**config.mk**
```make
export PLATFORM = sky130hd
export DESIGN_NAME = priority_round_robin_scheduler
export DESIGN_NICKNAME = d
export VERILOG_FILES = /design/src/sv/prrs_pkg.sv /design/src/sv/prrs_cell.sv /design/src/sv/priority_round_robin_scheduler.sv
export SDC_FILE = /design/constraint.sdc
export NUM_CORES = 1
export LEC_CHECK = 0
export ABC_AREA = 1
export BUFFER_PORTS_ARGS = -buffer_cell sky130_fd_sc_hd__buf_2
export CELL_PAD_IN_SITES_DETAIL_PLACEMENT = 1
export CELL_PAD_IN_SITES_GLOBAL_PLACEMENT = 1
export CORE_MARGIN = 10
export CORE_UTILIZATION = 49
export DETAILED_ROUTE_END_ITERATION = 16
export GPL_ROUTABILITY_DRIVEN = 0
export HOLD_SLACK_MARGIN = 0.08
export PLACE_DENSITY_LB_ADDON = 0.1
export SLEW_MARGIN = 30
export SYNTH_ARGS = -nofsm -noshare
export SYNTH_HDL_FRONTEND = slang
export SYNTH_HIERARCHICAL = 1
export SYNTH_SLANG_ARGS = --single-unit
```
**constraint.sdc**
```tcl
create_clock -name i_clk -period 6.15 [get_ports i_clk]
set_input_delay 1.5375 -clock i_clk [delete_from_list [all_inputs] [get_ports i_clk]]
set_output_delay 1.5375 -clock i_clk [all_outputs]
set_load 0.01 [all_outputs]
```
**src/sv/prrs_pkg.sv**
```systemverilog
// Shared types and constants for the priority round-robin scheduler.
package prrs_pkg;

    localparam int DEF_SLOTS = 16;
    localparam int ID_W      = 8;
    localparam int PRIO_W    = 8;
    localparam int DUR_W     = 16;

    localparam logic CMD_REGISTER = 1'b0;
    localparam logic CMD_TICK     = 1'b1;

    typedef enum logic {
        S_IDLE,
        S_EXEC
    } t_state;

    // Broadcast from the controller to every cell.
    typedef struct packed {
        logic              write;
        logic              tick;
        logic              run;
        logic              finish;
        logic [DUR_W-1:0]  new_rem;
        logic [ID_W-1:0]   wr_id;
        logic [PRIO_W-1:0] wr_prio;
        logic [DUR_W-1:0]  wr_rem;
        logic [PRIO_W-1:0] ref_prio;
    } t_cell_ctl;

    // Status from one cell; the sel_ fields are zero unless the cell holds the scan token.
    typedef struct packed {
        logic              wtok;
        logic              stok;
        logic              sel_active;
        logic [PRIO_W-1:0] sel_prio;
        logic [ID_W-1:0]   sel_id;
        logic [DUR_W-1:0]  sel_rem;
        logic              lower;
        logic              other_active;
    } t_cell_stat;

endpackage

```
**src/sv/prrs_cell.sv**
```systemverilog
// One task slot of the scheduler chain, carrying the write and scan tokens.
module prrs_cell #(
    parameter bit FIRST = 1'b0
) (
    input  logic                 i_clk,
    input  logic                 i_rst_n,
    input  logic                 i_wtok_prev,
    input  logic                 i_stok_prev,
    input  prrs_pkg::t_cell_ctl  i_ctl,
    output prrs_pkg::t_cell_stat o_stat
);
    import prrs_pkg::*;

    logic              r_active;
    logic              r_wtok;
    logic              r_stok;
    logic [ID_W-1:0]   r_id;
    logic [PRIO_W-1:0] r_prio;
    logic [DUR_W-1:0]  r_rem;

    always_ff @(posedge i_clk) begin
        if (!i_rst_n) begin
            r_active <= 1'b0;
            r_wtok   <= FIRST;
            r_stok   <= FIRST;
        end else begin
            if (i_ctl.write) begin
                r_wtok <= i_wtok_prev;
                if (r_wtok) begin
                    r_active <= 1'b1;
                end
            end
            if (i_ctl.tick) begin
                r_stok <= i_stok_prev;
                if (r_stok && i_ctl.run && i_ctl.finish) begin
                    r_active <= 1'b0;
                end
            end
        end
    end

    always_ff @(posedge i_clk) begin
        if (i_ctl.write && r_wtok) begin
            r_id   <= i_ctl.wr_id;
            r_prio <= i_ctl.wr_prio;
            r_rem  <= i_ctl.wr_rem;
        end else if (i_ctl.tick && r_stok && i_ctl.run) begin
            r_rem <= i_ctl.new_rem;
        end
    end

    always_comb begin
        o_stat.wtok         = r_wtok;
        o_stat.stok         = r_stok;
        o_stat.sel_active   = r_stok & r_active;
        o_stat.sel_prio     = r_stok ? r_prio : '0;
        o_stat.sel_id       = r_stok ? r_id : '0;
        o_stat.sel_rem      = r_stok ? r_rem : '0;
        o_stat.lower        = r_active && (r_prio < i_ctl.ref_prio);
        o_stat.other_active = r_active & ~r_stok;
    end

endmodule

```
**src/sv/priority_round_robin_scheduler.sv**
```systemverilog
// Priority round-robin scheduler: a chain of slot cells with a shared controller.
// A register beat writes its task into the next slot in circular order, replacing
// anything there; a tick beat examines the slot under the circular scan pointer and
// runs that task one unit when it is active and no active slot has a lower priority
// value. Both pointers are one-hot tokens handed from cell to cell. The accept of an
// item captures the scanned slot; in S_EXEC its priority is compared against every
// cell in parallel and, once the output is free, the update and result commit.
// One item is in work at a time; the result register lets a new item be accepted
// while the previous result waits. Exactly one result beat is produced per item.
module priority_round_robin_scheduler #(
    parameter int SLOTS = prrs_pkg::DEF_SLOTS
) (
    input  logic        i_clk,
    input  logic        i_rst_n,
    input  logic        s_axis_tvalid,
    output logic        s_axis_tready,
    input  logic [31:0] s_axis_tdata,  // new_id[7:0], new_priority[15:8], new_duration[31:16]
    input  logic        s_axis_tuser,  // command
    output logic        m_axis_tvalid,
    input  logic        m_axis_tready,
    output logic [31:0] m_axis_tdata,  // run_id[7:0], left_units[23:8], task_done[24],
                                       // all_idle[25], zero[31:26]
    output logic        m_axis_tuser   // executed
);
    import prrs_pkg::*;

    t_state            r_state, n_state;
    logic              r_cmd;
    logic [ID_W-1:0]   r_wr_id;
    logic [PRIO_W-1:0] r_wr_prio;
    logic [DUR_W-1:0]  r_wr_rem;
    logic              r_ref_active;
    logic [PRIO_W-1:0] r_ref_prio;
    logic [ID_W-1:0]   r_ref_id;
    logic [DUR_W-1:0]  r_ref_rem;

    logic              r_out_valid;
    logic [31:0]       r_out_data;
    logic              r_out_user;

    t_cell_ctl         w_ctl;
    t_cell_stat        w_stat [SLOTS];
    logic [SLOTS-1:0]  w_wtok;
    logic [SLOTS-1:0]  w_stok;

    logic              w_sel_active;
    logic [PRIO_W-1:0] w_sel_prio;
    logic [ID_W-1:0]   w_sel_id;
    logic [DUR_W-1:0]  w_sel_rem;
    logic              w_blocked;
    logic              w_others;

    logic              w_accept;
    logic              w_out_free;
    logic              w_commit;
    logic              w_run;
    logic [DUR_W-1:0]  w_new_rem;
    logic              w_finish;
    logic              w_idle_after;

    genvar g;
    generate
        for (g = 0; g < SLOTS; g++) begin : g_cell
            prrs_cell #(
                .FIRST (g == 0)
            ) u_cell (
                .i_clk       (i_clk),
                .i_rst_n     (i_rst_n),
                .i_wtok_prev (w_wtok[(g + SLOTS - 1) % SLOTS]),
                .i_stok_prev (w_stok[(g + SLOTS - 1) % SLOTS]),
                .i_ctl       (w_ctl),
                .o_stat      (w_stat[g])
            );
            assign w_wtok[g] = w_stat[g].wtok;
            assign w_stok[g] = w_stat[g].stok;
        end
    endgenerate

    // AND-OR select of the scanned slot, plus the compare and activity summaries.
    always_comb begin
        w_sel_active = 1'b0;
        w_sel_prio   = '0;
        w_sel_id     = '0;
        w_sel_rem    = '0;
        w_blocked    = 1'b0;
        w_others     = 1'b0;
        for (int i = 0; i < SLOTS; i++) begin
            w_sel_active = w_sel_active | w_stat[i].sel_active;
            w_sel_prio   = w_sel_prio | w_stat[i].sel_prio;
            w_sel_id     = w_sel_id | w_stat[i].sel_id;
            w_sel_rem    = w_sel_rem | w_stat[i].sel_rem;
            w_blocked    = w_blocked | w_stat[i].lower;
            w_others     = w_others | w_stat[i].other_active;
        end
    end

    assign s_axis_tready = (r_state == S_IDLE);
    assign w_accept      = s_axis_tvalid && s_axis_tready;
    assign w_out_free    = !r_out_valid || m_axis_tready;

    assign w_run        = r_ref_active && !w_blocked;
    assign w_new_rem    = (r_ref_rem > DUR_W'(1)) ? r_ref_rem - DUR_W'(1) : '0;
    assign w_finish     = (w_new_rem == '0);
    assign w_idle_after = !w_others && (!r_ref_active || (w_run && w_finish));

    always_comb begin
        n_state  = r_state;
        w_commit = 1'b0;
        unique case (r_state)
            S_IDLE: begin
                if (w_accept) begin
                    n_state = S_EXEC;
                end
            end
            S_EXEC: begin
                if (w_out_free) begin
                    w_commit = 1'b1;
                    n_state  = S_IDLE;
                end
            end
            default: n_state = S_IDLE;
        endcase
    end

    always_comb begin
        w_ctl.write    = w_commit && (r_cmd == CMD_REGISTER);
        w_ctl.tick     = w_commit && (r_cmd == CMD_TICK);
        w_ctl.run      = w_run;
        w_ctl.finish   = w_finish;
        w_ctl.new_rem  = w_new_rem;
        w_ctl.wr_id    = r_wr_id;
        w_ctl.wr_prio  = r_wr_prio;
        w_ctl.wr_rem   = r_wr_rem;
        w_ctl.ref_prio = r_ref_prio;
    end

    always_ff @(posedge i_clk) begin
        if (!i_rst_n) begin
            r_state     <= S_IDLE;
            r_out_valid <= 1'b0;
        end else begin
            r_state <= n_state;
            if (w_commit) begin
                r_out_valid <= 1'b1;
            end else if (m_axis_tready) begin
                r_out_valid <= 1'b0;
            end
        end
    end

    always_ff @(posedge i_clk) begin
        if (w_accept) begin
            r_cmd        <= s_axis_tuser;
            r_wr_id      <= s_axis_tdata[7:0];
            r_wr_prio    <= s_axis_tdata[15:8];
            r_wr_rem     <= s_axis_tdata[31:16];
            r_ref_active <= w_sel_active;
            r_ref_prio   <= w_sel_prio;
            r_ref_id     <= w_sel_id;
            r_ref_rem    <= w_sel_rem;
        end
        if (w_commit) begin
            if (r_cmd == CMD_REGISTER) begin
                r_out_user <= 1'b0;
                r_out_data <= '0;
            end else if (w_run) begin
                r_out_user <= 1'b1;
                r_out_data <= {6'b0, w_idle_after, w_finish, w_new_rem, r_ref_id};
            end else begin
                r_out_user <= 1'b0;
                r_out_data <= {6'b0, w_idle_after, 1'b0, {DUR_W{1'b0}}, {ID_W{1'b0}}};
            end
        end
    end

    assign m_axis_tvalid = r_out_valid;
    assign m_axis_tdata  = r_out_data;
    assign m_axis_tuser  = r_out_user;

`ifndef SYNTHESIS
    a_wtok_onehot: assert property (@(posedge i_clk) disable iff (!i_rst_n)
        $onehot(w_wtok))
        else $error("write token not one-hot");

    a_stok_onehot: assert property (@(posedge i_clk) disable iff (!i_rst_n)
        $onehot(w_stok))
        else $error("scan token not one-hot");

    a_idle_result: assert property (@(posedge i_clk) disable iff (!i_rst_n)
        (r_out_valid && !r_out_user) |-> (r_out_data[24:0] == 25'd0))
        else $error("result without a run carries task fields");

    a_register_busy: assert property (@(posedge i_clk) disable iff (!i_rst_n)
        (w_commit && (r_cmd == CMD_REGISTER)) |=> (r_out_valid && !r_out_data[25]))
        else $error("register result reports all slots idle");
`endif

endmodule
```
Word-level counts from Yosys, hierarchy flattened
Index checks and enable logic that the tools add are counted.

Shift-type cells: 0. Reduce and logical (&&, ||, !) cells: 127. Multiplexer cells: 153. Bitwise operators: 140. Equality and inequality tests: 0. Divide/modulo/power cells: 0. $lt $le $gt $ge: 17. Multipliers: 0. $add $sub $neg: 1.

Operators with widths (count): $mux W16 (49); $mux W8 (32); $or A16 B16 Y16 (15); $or A8 B8 Y8 (30); $lt A8 B8 Y1 (16); $logic_and A1 B1 Y1 (102); $mux W1 (71); $or A1 B1 Y1 (45); $reduce_bool A2 Y1 (17); $and A1 B1 Y1 (32); $not A1 Y1 (18); $gt A16 B1 Y1 const B (1); $logic_not A16 Y1 (1); $sub A16 B1 Y16 const B (1); $logic_not A1 Y1 (4); $logic_or A1 B1 Y1 (2); $pmux W1 S2 (1); $reduce_and A2 Y1 (1).

Bits in latches: 0. Register bits: 661. Bits in writable memories: 0. Memories: 0. Output and inout bits: 35. Bits in read-only memories: 0. Word-level logic and storage cells: 547. Bits of input ports: 37.

Logic depth before layout (Yosys ltp)
Depth after elaboration: 23. Mapped depth: 15. Mapped depth without buffers: 15.

Modules after synthesis
The synthesis kept the hierarchy.

By module, submodules not included: prrs_cell (g_cell[10].u_cell ...) (area each 1776.7 um2, cells an instance 206, instances 15, seq. area each 1021.0 um2); priority_round_robin_scheduler (area each 5022.3 um2, cells an instance 500, instances 1, seq. area each 2832.7 um2); prrs_cell (g_cell[0].u_cell) (area each 1779.2 um2, cells an instance 206, instances 1, seq. area each 1021.0 um2).

Worst setup path after synthesis
OpenSTA, ideal clock, no wires.

Path kind: input-to-reg. From: input port m_axis_tready. To: register g_cell[0].u_cell.r_rem[0], enable pin. Buffers on the path: 1. Required time: 5778 ps. Library setup time: 372 ps. Path slack: 431 ps. Stages: 7. Data arrival time: 5347 ps. Path through: inv_1 -> nand2_1 -> nand2_1 -> nor2_1 -> nand2_4 -> buf_2 -> nand2_1.

RTL lines: start, declared (RTL line priority_round_robin_scheduler.sv:20) `input logic m_axis_tready,`; end signal, assigned (RTL line prrs_cell.sv:46) `r_rem <= i_ctl.wr_rem;`; end signal, assigned (RTL line prrs_cell.sv:48) `r_rem <= i_ctl.new_rem;`; end, declared (RTL line prrs_cell.sv:19) `logic [DUR_W-1:0] r_rem;`.

==> results_dict.tcl <==
set metrics [dict create \
    wirelength_microns 126000 \
    dp_hpwl_microns 83660 \
    multiInputGateArea_sq_um 10150 \
    cts_setup_buffers 0 \
    core_sq_um 67400 \
    drive_above_1_share 0.07544 \
    via_per_inst 5.636 \
    hold_path_class "reg -> reg" \
    num_vias 26884 \
    clk_path_buf_depth 3 \
    synth-edff-count 605 \
    die_h_microns 281.3 \
    drtIter0Drc 2576 \
    drt-pass1-iter-count 5 \
    cap_violations 0 \
    grt_max_degree 50 \
    syn_area_sq_um 33450 \
    grt_pass1_vias 28034 \
    io_buffers 65 \
    rsz0062_at_grt "false" \
    crit_required_ns 6.52 \
    synth_ff_type "edfxtp_1" \
    worstSetupStartpointType "register" \
    period_minus_slack_ns 4.304 \
    syn-mean-instance-area_sq_um 8.812 \
    synthSimpleGateAreaFrac 0.2369 \
    h-tree-depth 3 \
    io_pins 72 \
    power_density_nw_per_um2 293.4 \
    synth_cells 3796 \
    hold_violations 0 \
    synthDistinctLibCells 37 \
    slew_violations 0 \
    initial_core_util 0.4964 \
    ir_drop_mv 0.1837 \
    clock_sinks 655 \
    maxSlewHeadroom 0.3353 \
    syn2layout_area_growth_pct 9.328 \
    tns_ns 0 \
    synthArstFlopShare 0 \
    grt_usage 0.3176 \
    final_net_count 3994 \
    grt_pass1_wl_microns 180900 \
    seq_area_frac_synth 0.5730 \
    synthMuxAreaShare 0 \
    post-route-period-util 0.6998 \
    drc 0 \
    critPathCaptureType "register" \
    ys_ff_latch 655 \
    cts_buffers 74 \
    place_area_sq_um 34320 \
    worst_slew_pin_slew_ns 0.9970 \
    status "completed" \
    synth_top_family_by_area "simple AND/OR/NAND/NOR gates" \
    die_width_microns 281.3 \
    arrival_ns 4.68 \
    postCtsResizedCells 0 \
    dp.cells 4640 \
    seqCellArea_sq_um 19190 \
    clkTransAtPathRegs_ns 0.06 \
    synthAdderAreaFrac 0.04264 \
    post_drt_wl_per_cell_microns 26.42 \
    finalNonFillerCells 4770 \
    grt_overflow 0 \
    path_max_fanout 16 \
    cts_tree "yes" \
    ant_nets 0 \
    clock.fmax_mhz 232.4 \
    antenna_found_initial 2 \
    synthXorXnorAreaFrac 0.0007855 \
    fp-row-count 95 \
    p_leak_uw 0.01933 \
    setup_viol 0 \
    ctsHoldBuffers 0 \
    clock_latency_ns 0.62 \
    final_area_sq_um 36570 \
    die_area_sq_um 79120 \
    n_antenna_cell 0 \
    fillers 7833 \
    cts_root_buf "clkbuf_16" \
    synth-compound-area-share 0.02102 \
    skew_ns 0.02585 \
    yosysWarnings 6 \
    path_class "reg -> reg" \
]
-- power breakdown --
part / switching, uW / internal (uW)
combinational: 958 / 333
sequential: 169 / 5050
clock: 1820 / 2400
total: 2950 / 7780
-- kinds of logic after synthesis --
logic type / count (synthesis)
xor gates and xnor gates: 3
other: 1
DFF: 655
AOI/OAI and AO/OA: 138
and+or+nand+nor: 1902
adders and majority gates: 114
buffers and inverters: 983
-- sequential cells by signal (all words and copies together), names as in the netlist, 8 cells and up --
| name | cells |
|---|---|
| g_cell.u_cell/r_rem | 256 |
| g_cell.u_cell/r_id | 128 |
| g_cell.u_cell/r_prio | 128 |
| m_axis_tdata | 26 |
| g_cell.u_cell/r_active | 16 |
| g_cell.u_cell/r_stok | 16 |
| g_cell.u_cell/r_wtok | 16 |
| r_ref_rem | 16 |
| r_wr_rem | 16 |
| r_ref_id | 8 |
| r_ref_prio | 8 |
| r_wr_id | 8 |
| r_wr_prio | 8 |
-- per-stage QoR --
step / hold WS, ns / worst slack (ns) / util / power [uW]
6_report: 0.5103 / 1.846 / 0.5427 / 10730
5_1_grt: 0.5293 / 1.762 / 0.5427 / 11050
4_1_cts: 0.5065 / 1.996 / 0.5426 / 10750
3_5_place_dp: 0.4921 / 1.998 / 0.5092 / 6560
2_1_floorplan: 0.4644 / 0.4313 / - / 5948
3_3_place_gp: 0.4748 / 1.975 / 0.5086 / 6488
-- final cells by class --
class | count | share of cell area
flip-flops and latches | 655 | 0.5247
multi-input cells | 2163 | 0.2776
inverters | 846 | 0.08909
clock buffers | 90 | 0.05399
well taps | 873 | 0.02987
repair buffers | 103 | 0.01714
clock inverters | 40 | 0.007561
-- final timing paths --
check,startpoint,end,slack [ns],cells after the start
hold reg to reg,g_cell[5].u_cell/r_wtok,g_cell[6].u_cell/r_wtok,0.51,2
setup / recovery,r_ref_prio[7],m_axis_tdata[22],1.85,15
setup reg to reg,r_ref_prio[7],m_axis_tdata[22],1.85,15
hold / removal,g_cell[5].u_cell/r_wtok,g_cell[6].u_cell/r_wtok,0.51,2
-- critical path, cell delays in order (launching register included) --
cell      delay [ns]
edfxtp_1        0.79
inv_1           0.13
ha_1            0.33
nand2_1         0.08
inv_1           0.08
nand3_1         0.08
nand4_1         0.09
a21oi_1         0.05
nor2_1          0.12
nand2_1         0.06
nor3_1          0.35
nand3_1         0.26
nor2_1          0.38
inv_1           0.48
buf_4           0.37
nor2_1          0.38
-- cell usage in the layout (no fill, tap or decap), types with 2 or more instances in the layout --
cell type / n
nor2_2: 3
clkbuf_1: 12
nand3_1: 53
clkbuf_8: 2
inv_6: 17
conb_1: 6
bufinv_16: 3
nor3_2: 2
ha_1: 114
nor3_1: 3
nor4_2: 4
nand2_2: 5
nor2_1: 96
buf_2: 65
o211ai_1: 2
nor2_4: 9
clkinv_4: 2
xnor2_1: 2
o21ai_0: 51
inv_2: 13
edfxtp_1: 605
nand2_1: 1516
buf_4: 36
nor4_1: 130
nand2_4: 18
clkinv_2: 16
nand3_2: 2
a21oi_1: 81
inv_1: 816
dfxtp_2: 15
clkbuf_16: 76
nand4_1: 57
clkinv_1: 17
dfxtp_1: 34
-- cell usage after synthesis (2+ instances only) --
library cell / number / area share
buf_8: 16 / 0.0072
nor2_1: 100 / 0.011
inv_1: 829 / 0.093
nand3_2: 2 / 0.00060
nand2_4: 18 / 0.0061
nand4_1: 57 / 0.011
nand2_2: 5 / 0.00094
a21oi_1: 81 / 0.012
edfxtp_1: 605 / 0.54
nor2_4: 6 / 0.0020
o211ai_1: 2 / 0.00045
buf_4: 38 / 0.0085
nor3_2: 2 / 0.00060
nor3_1: 3 / 0.00045
o21ai_0: 51 / 0.0076
dfxtp_1: 50 / 0.030
nor4_1: 134 / 0.025
and2_1: 2 / 0.00037
inv_6: 16 / 0.0042
xnor2_1: 2 / 0.00052
nand3_1: 53 / 0.0079
ha_1: 114 / 0.043
nor2_2: 2 / 0.00037
buf_2: 80 / 0.012
nand2_1: 1516 / 0.17
-- metal layers --
metal | global-route usage | share of wire | vias up | routed length, microns
met5 | 0 | 0 | - | 0
met4 | 0.2228 | 0.082 | 0 | 10330
met3 | 0.04611 | 0.067 | 429 | 8491
met2 | 0.5346 | 0.48 | 1217 | 60080
met1 | 0.3704 | 0.37 | 13328 | 47100
li1 | - | - | 11910 | -
(Power assumes the default switching activity.)
